$ cat config.mk
export PLATFORM = sky130hd
export DESIGN_NAME = sound_card_port_and_bank_mapper
export DESIGN_NICKNAME = d
export VERILOG_FILES = /design/src/hw/rtl/scpbm_pkg.sv /design/src/hw/rtl/sound_card_port_and_bank_mapper.sv
export SDC_FILE = /design/constraint.sdc
export NUM_CORES = 1
export LEC_CHECK = 0
export ABC_CLOCK_PERIOD_IN_PS = 2900
export BUFFER_PORTS_ARGS = -buffer_cell sky130_fd_sc_hd__buf_2
export CORE_UTILIZATION = 50
export CTS_CLUSTER_DIAMETER = 120
export DETAILED_ROUTE_END_ITERATION = 12
export PLACE_DENSITY = 0.7
export SYNTH_ARGS = -nofsm -noshare
export SYNTH_HDL_FRONTEND = slang
export SYNTH_SLANG_ARGS = --single-unit
$ cat constraint.sdc
create_clock -name clk -period 2.9 [get_ports clk]
set_input_delay 0.145 -clock clk [delete_from_list [all_inputs] [get_ports clk]]
set_output_delay 0.145 -clock clk [all_outputs]
set_load 0.005 [all_outputs]
$ cat src/hw/rtl/scpbm_pkg.sv
package scpbm_pkg;

  localparam int unsigned VolumeChannels = 4;
  localparam int unsigned VolumePorts    = 4;

  typedef enum logic [2:0] {
    REQ_HOST_RD = 3'd0,
    REQ_HOST_WR = 3'd1,
    REQ_CP_RD   = 3'd2,
    REQ_CP_WR   = 3'd3,
    REQ_MEM     = 3'd4
  } req_t;

  localparam logic [7:0] PORT_HOST_CTRL = 8'h33;
  localparam logic [7:0] PORT_HOST_DATA = 8'hB3;
  localparam logic [7:0] PORT_HOST_CMD  = 8'hBB;

  localparam logic [7:0] PORT_CP_PAGE    = 8'h00;
  localparam logic [7:0] PORT_CP_CMD     = 8'h01;
  localparam logic [7:0] PORT_CP_DATA_IN = 8'h02;
  localparam logic [7:0] PORT_CP_DATA_OUT = 8'h03;
  localparam logic [7:0] PORT_CP_STATUS  = 8'h04;
  localparam logic [7:0] PORT_CP_CMD_CLR = 8'h05;
  localparam logic [7:0] PORT_CP_VOL0    = 8'h06;
  localparam logic [7:0] PORT_CP_LD_DATA = 8'h0A;
  localparam logic [7:0] PORT_CP_LD_CMD  = 8'h0B;
  localparam logic [7:0] PORT_CP_MODE    = 8'h0F;
  localparam logic [7:0] PORT_CP_UPPER   = 8'h10;
  localparam logic [7:0] PORT_CP_DMA_MODE = 8'h1B;
  localparam logic [7:0] PORT_CP_DMA_HI  = 8'h1C;
  localparam logic [7:0] PORT_CP_DMA_MID = 8'h1D;
  localparam logic [7:0] PORT_CP_DMA_LO  = 8'h1E;
  localparam logic [7:0] PORT_CP_DMA_CTL = 8'h1F;

  localparam int unsigned MODE_NOROM = 0;
  localparam int unsigned MODE_RAMRO = 1;
  localparam int unsigned MODE_EXPAG = 3;

  localparam logic [7:0] DMA_MODE_ON   = 8'd1;
  localparam logic [7:0] PAGE_MASK_RST = 8'h1F;
  localparam logic [7:0] UPPER_RST     = 8'h01;
  localparam logic [7:0] LOW_WIN_PAGE  = 8'h03;

  function automatic logic [7:0] rotl1(input logic [7:0] b);
    rotl1 = {b[6:0], b[7]};
  endfunction

endpackage

$ cat src/hw/rtl/sound_card_port_and_bank_mapper.sv
// The input word is held in the input register and then loaded into the result register, which drives the output.
// Throughput: one word per cycle; the input register and the result register
// each advance whenever the result register is empty or being taken.
// Reset: synchronous, active low; clears the valid flags and all card registers,
// sets the upper page to 1 and the page mask to 31.
module sound_card_port_and_bank_mapper (
  input  logic        clk,
  input  logic        rst_n,
  input  logic        in_tvalid,
  output logic        in_tready,
  input  logic [2:0]  in_tuser,   // req_type
  input  logic [31:0] in_tdata,   // port, write_data, address
  output logic        out_tvalid,
  input  logic        out_tready,
  output logic [39:0] out_tdata,  // read_data, cpu_reset, cpu_nmi, mem_from_rom,
                                  // mem_page, mem_offset, mem_write_ok, zero pad
  input  logic        cfg_valid,
  output logic        cfg_ready,
  input  logic [7:0]  cfg_data
);

  logic        s1_valid_r;
  logic [2:0]  s1_req_r;
  logic [7:0]  s1_port_r;
  logic [7:0]  s1_wdata_r;
  logic [15:0] s1_addr_r;
  logic        out_valid_r;
  logic [39:0] out_data_r;
  logic [39:0] out_data_nxt;
  logic        advance;

  logic [7:0]  mask_r;
  logic [1:0]  flags_r, flags_nxt;
  logic [7:0]  cmd_r, cmd_nxt;
  logic [7:0]  to_cp_r, to_cp_nxt;
  logic [7:0]  from_cp_r, from_cp_nxt;
  logic [7:0]  main_r, main_nxt;
  logic [7:0]  upper_r, upper_nxt;
  logic [5:0]  mode_r, mode_nxt;
  logic [5:0]  vol_r [scpbm_pkg::VolumeChannels];
  logic [7:0]  dma_mode_r, dma_mode_nxt;
  logic [20:0] dma_addr_r, dma_addr_nxt;
  logic [7:0]  dma_ctl_r, dma_ctl_nxt;

  logic [7:0]  rd;
  logic        cpu_reset, cpu_nmi, rom, wok;
  logic [7:0]  page;
  logic [13:0] offset;
  logic [7:0]  rpage;
  logic        dma_on;
  logic        vol_wr;

  assign advance    = s1_valid_r && (!out_valid_r || out_tready);
  assign in_tready  = !s1_valid_r || !out_valid_r || out_tready;
  assign out_tvalid = out_valid_r;
  assign out_tdata  = out_data_r;
  assign cfg_ready  = 1'b1;
  assign rpage      = scpbm_pkg::rotl1(s1_wdata_r) & mask_r;
  assign dma_on     = (dma_mode_r == scpbm_pkg::DMA_MODE_ON);
  assign vol_wr     = advance && (s1_req_r == scpbm_pkg::REQ_CP_WR);

  always_comb begin
    flags_nxt    = flags_r;
    cmd_nxt      = cmd_r;
    to_cp_nxt    = to_cp_r;
    from_cp_nxt  = from_cp_r;
    main_nxt     = main_r;
    upper_nxt    = upper_r;
    mode_nxt     = mode_r;
    dma_mode_nxt = dma_mode_r;
    dma_addr_nxt = dma_addr_r;
    dma_ctl_nxt  = dma_ctl_r;
    rd           = 8'h00;
    cpu_reset    = 1'b0;
    cpu_nmi      = 1'b0;
    rom          = 1'b0;
    wok          = 1'b0;
    page         = 8'h00;
    offset       = 14'd0;
    case (s1_req_r)
      scpbm_pkg::REQ_HOST_RD: begin
        case (s1_port_r)
          scpbm_pkg::PORT_HOST_DATA: begin
            flags_nxt[1] = 1'b0;
            rd = from_cp_r;
          end
          scpbm_pkg::PORT_HOST_CMD: rd = {flags_r[1], 6'h3F, flags_r[0]};
          default: rd = 8'hFF;
        endcase
      end
      scpbm_pkg::REQ_HOST_WR: begin
        case (s1_port_r)
          scpbm_pkg::PORT_HOST_CTRL: begin
            if (s1_wdata_r[7]) begin
              cpu_reset    = 1'b1;
              main_nxt     = 8'h00;
              upper_nxt    = scpbm_pkg::UPPER_RST;
              mode_nxt     = 6'h00;
              dma_mode_nxt = 8'h00;
              dma_addr_nxt = 21'd0;
              dma_ctl_nxt  = 8'h00;
            end else begin
              cpu_nmi = s1_wdata_r[6];
            end
          end
          scpbm_pkg::PORT_HOST_DATA: begin
            to_cp_nxt    = s1_wdata_r;
            flags_nxt[1] = 1'b1;
          end
          scpbm_pkg::PORT_HOST_CMD: begin
            cmd_nxt      = s1_wdata_r;
            flags_nxt[0] = 1'b1;
          end
          default: ;
        endcase
      end
      scpbm_pkg::REQ_CP_RD: begin
        case (s1_port_r)
          scpbm_pkg::PORT_CP_CMD: rd = cmd_r;
          scpbm_pkg::PORT_CP_DATA_IN: begin
            flags_nxt[1] = 1'b0;
            rd = to_cp_r;
          end
          scpbm_pkg::PORT_CP_DATA_OUT: begin
            flags_nxt[1] = 1'b1;
            from_cp_nxt  = 8'hFF;
            rd = 8'hFF;
          end
          scpbm_pkg::PORT_CP_STATUS: rd = {flags_r[1], 6'h00, flags_r[0]};
          scpbm_pkg::PORT_CP_CMD_CLR: begin
            flags_nxt[0] = 1'b0;
            rd = 8'hFF;
          end
          scpbm_pkg::PORT_CP_LD_DATA: begin
            flags_nxt[1] = main_r[0];
            rd = 8'hFF;
          end
          scpbm_pkg::PORT_CP_LD_CMD: begin
            flags_nxt[0] = vol_r[0][5];
            rd = 8'hFF;
          end
          scpbm_pkg::PORT_CP_MODE:     rd = {2'b00, mode_r};
          scpbm_pkg::PORT_CP_DMA_MODE: rd = dma_mode_r;
          scpbm_pkg::PORT_CP_DMA_HI:   rd = dma_on ? {3'b000, dma_addr_r[20:16]} : 8'hFF;
          scpbm_pkg::PORT_CP_DMA_MID:  rd = dma_on ? dma_addr_r[15:8] : 8'hFF;
          scpbm_pkg::PORT_CP_DMA_LO:   rd = dma_on ? dma_addr_r[7:0] : 8'hFF;
          scpbm_pkg::PORT_CP_DMA_CTL:  rd = dma_on ? dma_ctl_r : 8'hFF;
          default: rd = 8'hFF;
        endcase
      end
      scpbm_pkg::REQ_CP_WR: begin
        case (s1_port_r)
          scpbm_pkg::PORT_CP_PAGE: begin
            if (mode_r[scpbm_pkg::MODE_EXPAG]) begin
              main_nxt = rpage;
            end else begin
              main_nxt  = {rpage[7:1], 1'b0};
              upper_nxt = {rpage[7:1], 1'b1};
            end
          end
          scpbm_pkg::PORT_CP_DATA_IN:  flags_nxt[1] = 1'b0;
          scpbm_pkg::PORT_CP_DATA_OUT: begin
            flags_nxt[1] = 1'b1;
            from_cp_nxt  = s1_wdata_r;
          end
          scpbm_pkg::PORT_CP_CMD_CLR: flags_nxt[0] = 1'b0;
          scpbm_pkg::PORT_CP_LD_DATA: flags_nxt[1] = main_r[0];
          scpbm_pkg::PORT_CP_LD_CMD:  flags_nxt[0] = vol_r[0][5];
          scpbm_pkg::PORT_CP_MODE:    mode_nxt = s1_wdata_r[5:0];
          scpbm_pkg::PORT_CP_UPPER:   upper_nxt = rpage;
          scpbm_pkg::PORT_CP_DMA_MODE: dma_mode_nxt = s1_wdata_r;
          scpbm_pkg::PORT_CP_DMA_HI: begin
            if (dma_on) dma_addr_nxt[20:16] = s1_wdata_r[4:0];
          end
          scpbm_pkg::PORT_CP_DMA_MID: begin
            if (dma_on) dma_addr_nxt[15:8] = s1_wdata_r;
          end
          scpbm_pkg::PORT_CP_DMA_LO: begin
            if (dma_on) dma_addr_nxt[7:0] = s1_wdata_r;
          end
          scpbm_pkg::PORT_CP_DMA_CTL: begin
            if (dma_on) dma_ctl_nxt = s1_wdata_r;
          end
          default: ;
        endcase
      end
      scpbm_pkg::REQ_MEM: begin
        offset = s1_addr_r[13:0];
        if (mode_r[scpbm_pkg::MODE_NOROM]) begin
          case (s1_addr_r[15:14])
            2'd0: begin
              page = 8'h00;
              wok  = 1'b1;
            end
            2'd1: begin
              page = scpbm_pkg::LOW_WIN_PAGE;
              wok  = 1'b1;
            end
            2'd2: begin
              page = main_r;
              wok  = !(mode_r[scpbm_pkg::MODE_RAMRO] && (main_r[7:1] == 7'd0));
            end
            default: begin
              page = upper_r;
              wok  = !(mode_r[scpbm_pkg::MODE_RAMRO] && (upper_r[7:1] == 7'd0));
            end
          endcase
        end else begin
          case (s1_addr_r[15:14])
            2'd0: rom = 1'b1;
            2'd1: begin
              page = scpbm_pkg::LOW_WIN_PAGE;
              wok  = 1'b1;
            end
            2'd2: begin
              page = {3'b000, main_r[4:0]};
              rom  = 1'b1;
            end
            default: begin
              page = {3'b000, upper_r[4:0]};
              rom  = 1'b1;
            end
          endcase
        end
      end
      default: ;
    endcase
    out_data_nxt = {6'd0, wok, offset, page, rom, cpu_nmi, cpu_reset, rd};
  end

  always_ff @(posedge clk) begin
    if (!rst_n) begin
      s1_valid_r  <= 1'b0;
      out_valid_r <= 1'b0;
    end else begin
      if (in_tready) begin
        s1_valid_r <= in_tvalid;
      end
      if (advance) begin
        out_valid_r <= 1'b1;
      end else if (out_tready) begin
        out_valid_r <= 1'b0;
      end
    end
  end

  always_ff @(posedge clk) begin
    if (in_tready && in_tvalid) begin
      s1_req_r   <= in_tuser;
      s1_port_r  <= in_tdata[7:0];
      s1_wdata_r <= in_tdata[15:8];
      s1_addr_r  <= in_tdata[31:16];
    end
    if (advance) begin
      out_data_r <= out_data_nxt;
    end
  end

  always_ff @(posedge clk) begin
    if (!rst_n) begin
      mask_r     <= scpbm_pkg::PAGE_MASK_RST;
      flags_r    <= 2'b00;
      cmd_r      <= 8'h00;
      to_cp_r    <= 8'h00;
      from_cp_r  <= 8'h00;
      main_r     <= 8'h00;
      upper_r    <= scpbm_pkg::UPPER_RST;
      mode_r     <= 6'h00;
      dma_mode_r <= 8'h00;
      dma_addr_r <= 21'd0;
      dma_ctl_r  <= 8'h00;
    end else begin
      if (cfg_valid) begin
        mask_r <= cfg_data;
      end
      if (advance) begin
        flags_r    <= flags_nxt;
        cmd_r      <= cmd_nxt;
        to_cp_r    <= to_cp_nxt;
        from_cp_r  <= from_cp_nxt;
        main_r     <= main_nxt;
        upper_r    <= upper_nxt;
        mode_r     <= mode_nxt;
        dma_mode_r <= dma_mode_nxt;
        dma_addr_r <= dma_addr_nxt;
        dma_ctl_r  <= dma_ctl_nxt;
      end
    end
  end

  for (genvar i = 0; i < scpbm_pkg::VolumeChannels; i++) begin : g_vol
    always_ff @(posedge clk) begin
      if (!rst_n) begin
        vol_r[i] <= 6'h00;
      end else if (vol_wr && (i < scpbm_pkg::VolumePorts) &&
                   (s1_port_r == scpbm_pkg::PORT_CP_VOL0 + 8'(i))) begin
        vol_r[i] <= s1_wdata_r[5:0];
      end
    end
  end

  a_reset_over_nmi: assert property (@(posedge clk) disable iff (!rst_n)
    out_valid_r && out_data_r[8] |-> !out_data_r[9])
    else $error("reset and NMI raised together");

  a_ctrl_reset_maps: assert property (@(posedge clk) disable iff (!rst_n)
    advance && cpu_reset |=> (main_r == 8'h00) && (upper_r == scpbm_pkg::UPPER_RST) &&
                             (mode_r == 6'h00))
    else $error("control reset did not restore the mapping registers");

  a_stall_blocks_input: assert property (@(posedge clk) disable iff (!rst_n)
    s1_valid_r && out_valid_r && !out_tready |-> !in_tready && !advance)
    else $error("input taken while both stages are stalled");

  a_result_follows_item: assert property (@(posedge clk) disable iff (!rst_n)
    advance |=> out_valid_r)
    else $error("an advanced word did not reach the result register");

endmodule

==> results of run 1 <==
worst reg2reg max path, stage by stage, from the launching register on:
cell and delay [ns]:
edfxtp_1 0.48, buf_4 0.30, nor4b_2 0.56, a211o_1 0.18, a32oi_1 0.14, a2111oi_0 0.47
o21ai_0 0.19
final cells by class:
class | count | area [µm²] | area share, %
Tap cell | 180 | 225 | 2.55
Sequential cell | 165 | 4000 | 45.3
Inverter | 8 | 30.0 | 0.340
Clock inverter | 13 | 146 | 1.66
Timing Repair Buffer | 144 | 996 | 11.3
Multi-Input combinational cell | 462 | 2970 | 33.6
Clock buffer | 19 | 464 | 5.25
Yosys cell counts (4+ instances only):
| cell | n | area, µm² |
|---|---|---|
| nor2_1 | 36 | 135 |
| nor4_1 | 7 | 43.8 |
| nor3b_1 | 7 | 52.6 |
| nand4_1 | 5 | 31.3 |
| edfxtp_1 | 70 | 2100 |
| buf_4 | 9 | 67.6 |
| nand2_1 | 106 | 398 |
| nor4b_1 | 4 | 35.0 |
| inv_1 | 8 | 30.0 |
| mux2_2 | 7 | 78.8 |
| buf_2 | 6 | 30.0 |
| a21oi_1 | 33 | 165 |
| nand2b_1 | 4 | 25.0 |
| nor2b_1 | 5 | 31.3 |
| mux2i_1 | 73 | 731 |
| a22oi_1 | 11 | 82.6 |
| clkbuf_1 | 31 | 116 |
| a211oi_1 | 4 | 30.0 |
| o21ai_0 | 41 | 205 |
| nand3_1 | 23 | 115 |
| and2_1 | 7 | 43.8 |
| dfxtp_1 | 95 | 1900 |
| and3_1 | 19 | 119 |
| a22o_1 | 4 | 35.0 |
| nor3_1 | 4 | 20.0 |
through the flow:
step | hold slack (ns) | setup slack [ns]
after global placement | 0.322 | 0.0293
after detailed placement | 0.323 | 0.102
final | 0.0403 | 0.292
after global routing | 0.0451 | 0.103
after CTS | 0.0250 | 0.0798
after floorplan | 0.244 | 0.827
state kept, by name, indices dropped and copies added, names as in the netlist, 3 cells and up:
signal	cells
cmd_r	8
dma_addr_r	21
dma_ctl_r	8
dma_mode_r	8
from_cp_r	8
main_r	8
mask_r	8
mode_r	6
out_tdata	34
s1_addr_r	16
s1_port_r	8
s1_req_r	3
s1_wdata_r	8
to_cp_r	8
upper_r	8
final timing paths:
check,end,slack (ns),cells after the start
min reg2reg,dma_addr_r[7]$_SDFFE_PN0P_,0.46,2
max reg2reg,out_tdata[7]$_DFFE_PP_,0.29,6
max,out_tdata[7]$_DFFE_PP_,0.29,6
min,out_tvalid$_SDFFE_PN0P_,0.04,4
metal layers:
layer	up-vias	share of wire [%]	GRT usage (%)	wire, µm
li1	2699	-	-	-
met1	2769	42	34.7	7870
met2	269	49	43.9	9140
met3	33	6.7	3.89	1240
met4	0	1.8	8.64	326
met5	-	0	0	0
logic make-up (layout without fill, tap and decap cells):
group           count (synthesis)  in the layout  synth area share (%)
flops                         165            165                  55.6
xor+xnor                        1              1                 0.122
other cells                     2              7                 0.104
compound gates                127            127                  12.0
buf+inv                        55            184                  3.54
simple gates                  246            246                  17.1
mux                            81             81                  11.5
power breakdown:
| part | switching (µW) | internal [µW] | total, µW |
|---|---|---|---|
| clock network | 945 | 1350 | 2300 |
| logic | 172 | 141 | 313 |
| registers | 53.7 | 2490 | 2540 |
| total | 1170 | 3980 | 5150 |
timing repair:
action,in CTS,in global routing
endpoints found under the setup margin,0,2
hold buffers,44,0
endpoints found under the hold margin,44,0
gates resized for setup,0,1
==> metrics.txt, run 1 <==
status completed; CP max stage delay around 0.56 ns; synthesis-to-layout area growth 22.6%; Top FF cell, synth dfxtp_1; commonest non-fill, non-tap cell in the layout nand2_1; VDD IR max 446 µV; DIE HEIGHT 122 µm; CTS tree done; final non-filler cell total between 900 and 1000; critical path arrival between 2 and 3 ns; DR iter-0 viols between 500 and 600; RSZ-0062 raised after global routing no; worst path cell trace buf_4 -> nor4b_2 -> a211o_1 -> a32oi_1 -> a2111oi_0 -> o21ai_0; FILL cells 1114; H-Tree Depth 4; Syn Inst Count 677; Setup crit end kind flip-flop; Yosys Warn Count 0; first-pass GRT wire length 29.0 mm; power density cells 583 nW/µm²; worst skew pair latency 0.43 ns; Post-DP HPWL 12.7 mm; cell family contributing the most delay on the critical path compound AO/OA/AOI/OAI gates; Slew Viols, Final 0; initial antenna violation count 0; critical path type reg2reg; Initial Util 51.5%; Setup TNS 0 ns; CTS sink cnt 165; Worst slew margin 42.6%; placed instance count 915; CTS root buf clkbuf_16; Critical Path Start s1_port_r[1]$_DFFE_PP_; Placed Area 7780 µm²; Rows 43; wirelength, routed 18.6 mm; most frequent cells in the layout nand2_1, dfxtp_1, buf_2; routed len/inst 18.7 µm; Slowest cell on crit path nor4b_2; Detail Route Antenna Nets 0; CTS clk-pin slew, worst paths roughly 0.06 ns; die footprint 14900 µm²; reg-to-reg startpoint s1_port_r[1]$_DFFE_PP_; synthesized area per cell 10.6 µm²; Max Root-Sink Buffers 2; total grt overflow 0; vias in the first global route 5430; First-pass DRT Iterations 5; vias per cell 5.82; clk_skew 0.0102 ns; Cell Area, Synth 7210 µm²; min Tclk post-route 2.61 ns; HP Class in2reg; port buffer count 83; fin crit share 89.9%; Yosys cell types between 60 and 70; Tot GR Track Use approximately a quarter; worst path bufs/invs 1; post-route cell area 8840 µm²; Antenna Diode Count 0; Max Cap Viol 0; final setup vio count 0; number of flops mapped to enable cells by yosys 70; Worst Path Required about 3 ns; post-synthesis sequential area ratio 55.6%; Tot Pwr between 5000 and 6000 µW; share of cells above drive strength 1 between 10% and 20%; total CTS buffers 17; postcts setup bufs 0; Hold Startpoint out_tready; post-layout util roughly 63%; Net count, final approximately 850; DRC Markers 0; Routability Congestion 0.902; Tightest Pin Transition 0.854 ns; core area 14000 µm²; CP Max Fanout 20; Max Fclk 383 MHz; via count 5770; Die Span X 122 µm; Leakage between 0.003 and 0.004 µW; FFs w/ async S/R, synth 0%; Final Hold Fails 0; largest net degree at the start of global routing 66; CP startpoint kind flip-flop; Top Ports between 90 and 100; synthesized flop and latch total 165
Power figures use the tool's default switching activity.
==> inputs of run 2 (changes only) <==
--- a/config.mk
+++ b/config.mk
@@ -6,11 +6,10 @@
 export NUM_CORES = 1
 export LEC_CHECK = 0
 export ABC_CLOCK_PERIOD_IN_PS = 2900
-export BUFFER_PORTS_ARGS = -buffer_cell sky130_fd_sc_hd__buf_2
 export CORE_UTILIZATION = 50
 export CTS_CLUSTER_DIAMETER = 120
 export DETAILED_ROUTE_END_ITERATION = 12
-export PLACE_DENSITY = 0.7
+export DONT_BUFFER_PORTS = 1
 export SYNTH_ARGS = -nofsm -noshare
 export SYNTH_HDL_FRONTEND = slang
 export SYNTH_SLANG_ARGS = --single-unit
==> run 2 against run 1 <==
Sequential power about the same; maximum frequency is 0.52% higher; via count shrank 5.1%; global-route usage rose by 0.52 points; clock power down 2%; design area is 2.6% lower; sequential share of layout area up 1.2 points; clock-buffer cell count shrank 1; utilization fell by 1.7 points; non-clock buffer count is 61 lower; total power shrank 1.3%; flip-flop and latch count unchanged; critical path type unchanged.
==> metrics.txt, run 2 (synthesized netlist as in run 1, its figures left out) <==
Routability Congestion 0.953 (+5.6%); vias per cell 5.88 (+1.1%); CTS root buf clkbuf_16; core area 14000 µm² (unchanged); worst skew pair latency 0.43 ns (about the same); DR iter-0 viols 594 (+12%); FILL cells 1146 (+2.9%); clk_skew 0.0173 ns (+0.00711 ns); routed len/inst 20.2 µm (+7.8%); Post-DP HPWL 13.1 mm (+2.8%); min Tclk post-route 2.59 ns (-0.0135 ns); via count 5473 (-5.1%); Leakage 0.00314 µW (-6.9%); CP Max Fanout 12 (-40%); RSZ-0062 raised after global routing no; commonest non-fill, non-tap cell in the layout nand2_1; register area 4000 µm² (unchanged); status completed; vias in the first global route 5338 (-1.7%); Worst Path Required 3.05 ns (about the same); most frequent cells in the layout nand2_1, dfxtp_1, mux2i_1; Tightest Pin Transition 0.791 ns (-0.0629 ns); min setup slack post-route 0.305 ns (+0.0135 ns); port buffer count 0 (-100%); first-pass GRT wire length 29.4 mm (+1.1%); Antenna Diode Count 0 (unchanged); Final Hold Fails 0 (unchanged); Worst slew margin 46.8% (+4.2 points); H-Tree Depth 4 (unchanged); Max Cap Viol 0 (unchanged); critical path arrival 2.75 ns (about the same); DIE HEIGHT 122 µm (unchanged); worst slack, placed 0.443 ns (+0.341 ns); VDD IR max 431 µV (-3.5%); initial antenna violation count 1 (+1); DRC Markers 0 (unchanged); Rows 43 (unchanged); HP Class in2reg; CTS tree done; wirelength, routed 18.8 mm (+1.2%); multi-input logic area 2970 µm² (-0.17%); Detail Route Antenna Nets 0 (unchanged); share of cells above drive strength 1 10.9% (-7.9 points); die footprint 14900 µm² (unchanged); power density cells 591 nW/µm² (+1.4%); CTS clk-pin slew, worst paths 0.07 ns (about the same); Slew Viols, Final 0 (unchanged); critical path type reg2reg; Net count, final 785 (-7.2%); First-pass DRT Iterations 5 (unchanged); Initial Util 51.5% (unchanged); CTS sink cnt 165 (unchanged); Tot GR Track Use 26.8% (+0.52 points); largest net degree at the start of global routing 66 (unchanged); synthesis-to-layout area growth 19.4%; max reg flops 34 (unchanged); Max Root-Sink Buffers 2 (unchanged); final setup vio count 0 (unchanged); # resized after CTS 0 (unchanged); Max Fclk 385 MHz (+0.52%); Setup crit end kind flip-flop; total CTS buffers 17 (unchanged); Setup TNS 0 ns (unchanged); total grt overflow 0 (unchanged); Die Span X 122 µm (unchanged); CP startpoint kind flip-flop; Top Ports 91 (unchanged); postcts setup bufs 0 (unchanged); fin crit share 89.5% (-0.47 points)
-- run 2: changes by cell type in the layout (fill, tap and decap cells not counted), sizes merged --
cell,previous run,this run
bufinv,2,1
buf,100,30
inv,11,17
clkbuf,19,18
clkinv,6,2
dlygate4sd3,44,53
-- run 2: metal layers --
metal / GRT usage (%) / share of wire (%) / vias up / wire [µm]
met5: 0 / 0.069 / - / 13
met1: 34.7 / 43 / 2629 / 8170
met2: 42.5 / 47 / 231 / 8850
li1: - / - / 2577 / -
met3: 6.93 / 7.1 / 34 / 1330
met4: 10.9 / 2.3 / 2 / 437
-- run 2: through the flow --
stage | instance area (µm²) | power [µW] | utilization [%] | instances | hold WS (ns)
2_1_floorplan | 7220 | 2740 | - | 682 | 0.244
3_5_place_dp | 7460 | 2800 | 53.3 | 844 | 0.221
4_1_cts | 8600 | 5110 | 61.5 | 930 | 0.0156
3_3_place_gp | 7460 | 2800 | 53.3 | 844 | 0.214
6_report | 8600 | 5080 | 61.5 | 930 | 0.0264
5_1_grt | 8600 | 5250 | 61.5 | 930 | 0.0241
-- run 2: worst max-delay path: stages, from the launching register on --
cell and delay (ns):
edfxtp_1 0.48, buf_4 0.23, nor4b_1 0.63, a211o_1 0.18, a32oi_1 0.16, a2111oi_0 0.51
o21bai_1 0.13
-- run 2: worst paths after layout --
check / start / cells past startpoint / slack, ns / endpoint
worst max-delay path: s1_port_r[3]$_DFFE_PP_ / 6 / 0.31 / out_tdata[6]$_DFFE_PP_
worst min-delay path: rst_n / 2 / 0.03 / mask_r[4]$_SDFFE_PN1P_
worst max register to register: s1_port_r[3]$_DFFE_PP_ / 6 / 0.31 / out_tdata[6]$_DFFE_PP_
worst min register to register: dma_ctl_r[4]$_SDFFE_PN0P_ / 2 / 0.46 / dma_ctl_r[4]$_SDFFE_PN0P_
-- run 2: where the power goes --
group          total, µW  internal [µW]  switching (µW)
Combinational        285            127             158
Clock               2250           1230            1020
Sequential          2550           2490            57.8
Total               5080           3850            1240
-- run 2: area by class of cell --
cell class,count,share of cell area (%)
clock buffers,18,4.99
well taps,180,2.62
clock inverters,14,1.86
flip-flops and latches,165,46.5
multi-input cells,462,34.5
repair buffers,83,9.16
inverters,8,0.349
-- run 2: timing repair --
item | CTS | global route
setup endpoints to repair | 0 | 0
hold buffers | 54 | 0
hold endpoints to repair | 105 | 0
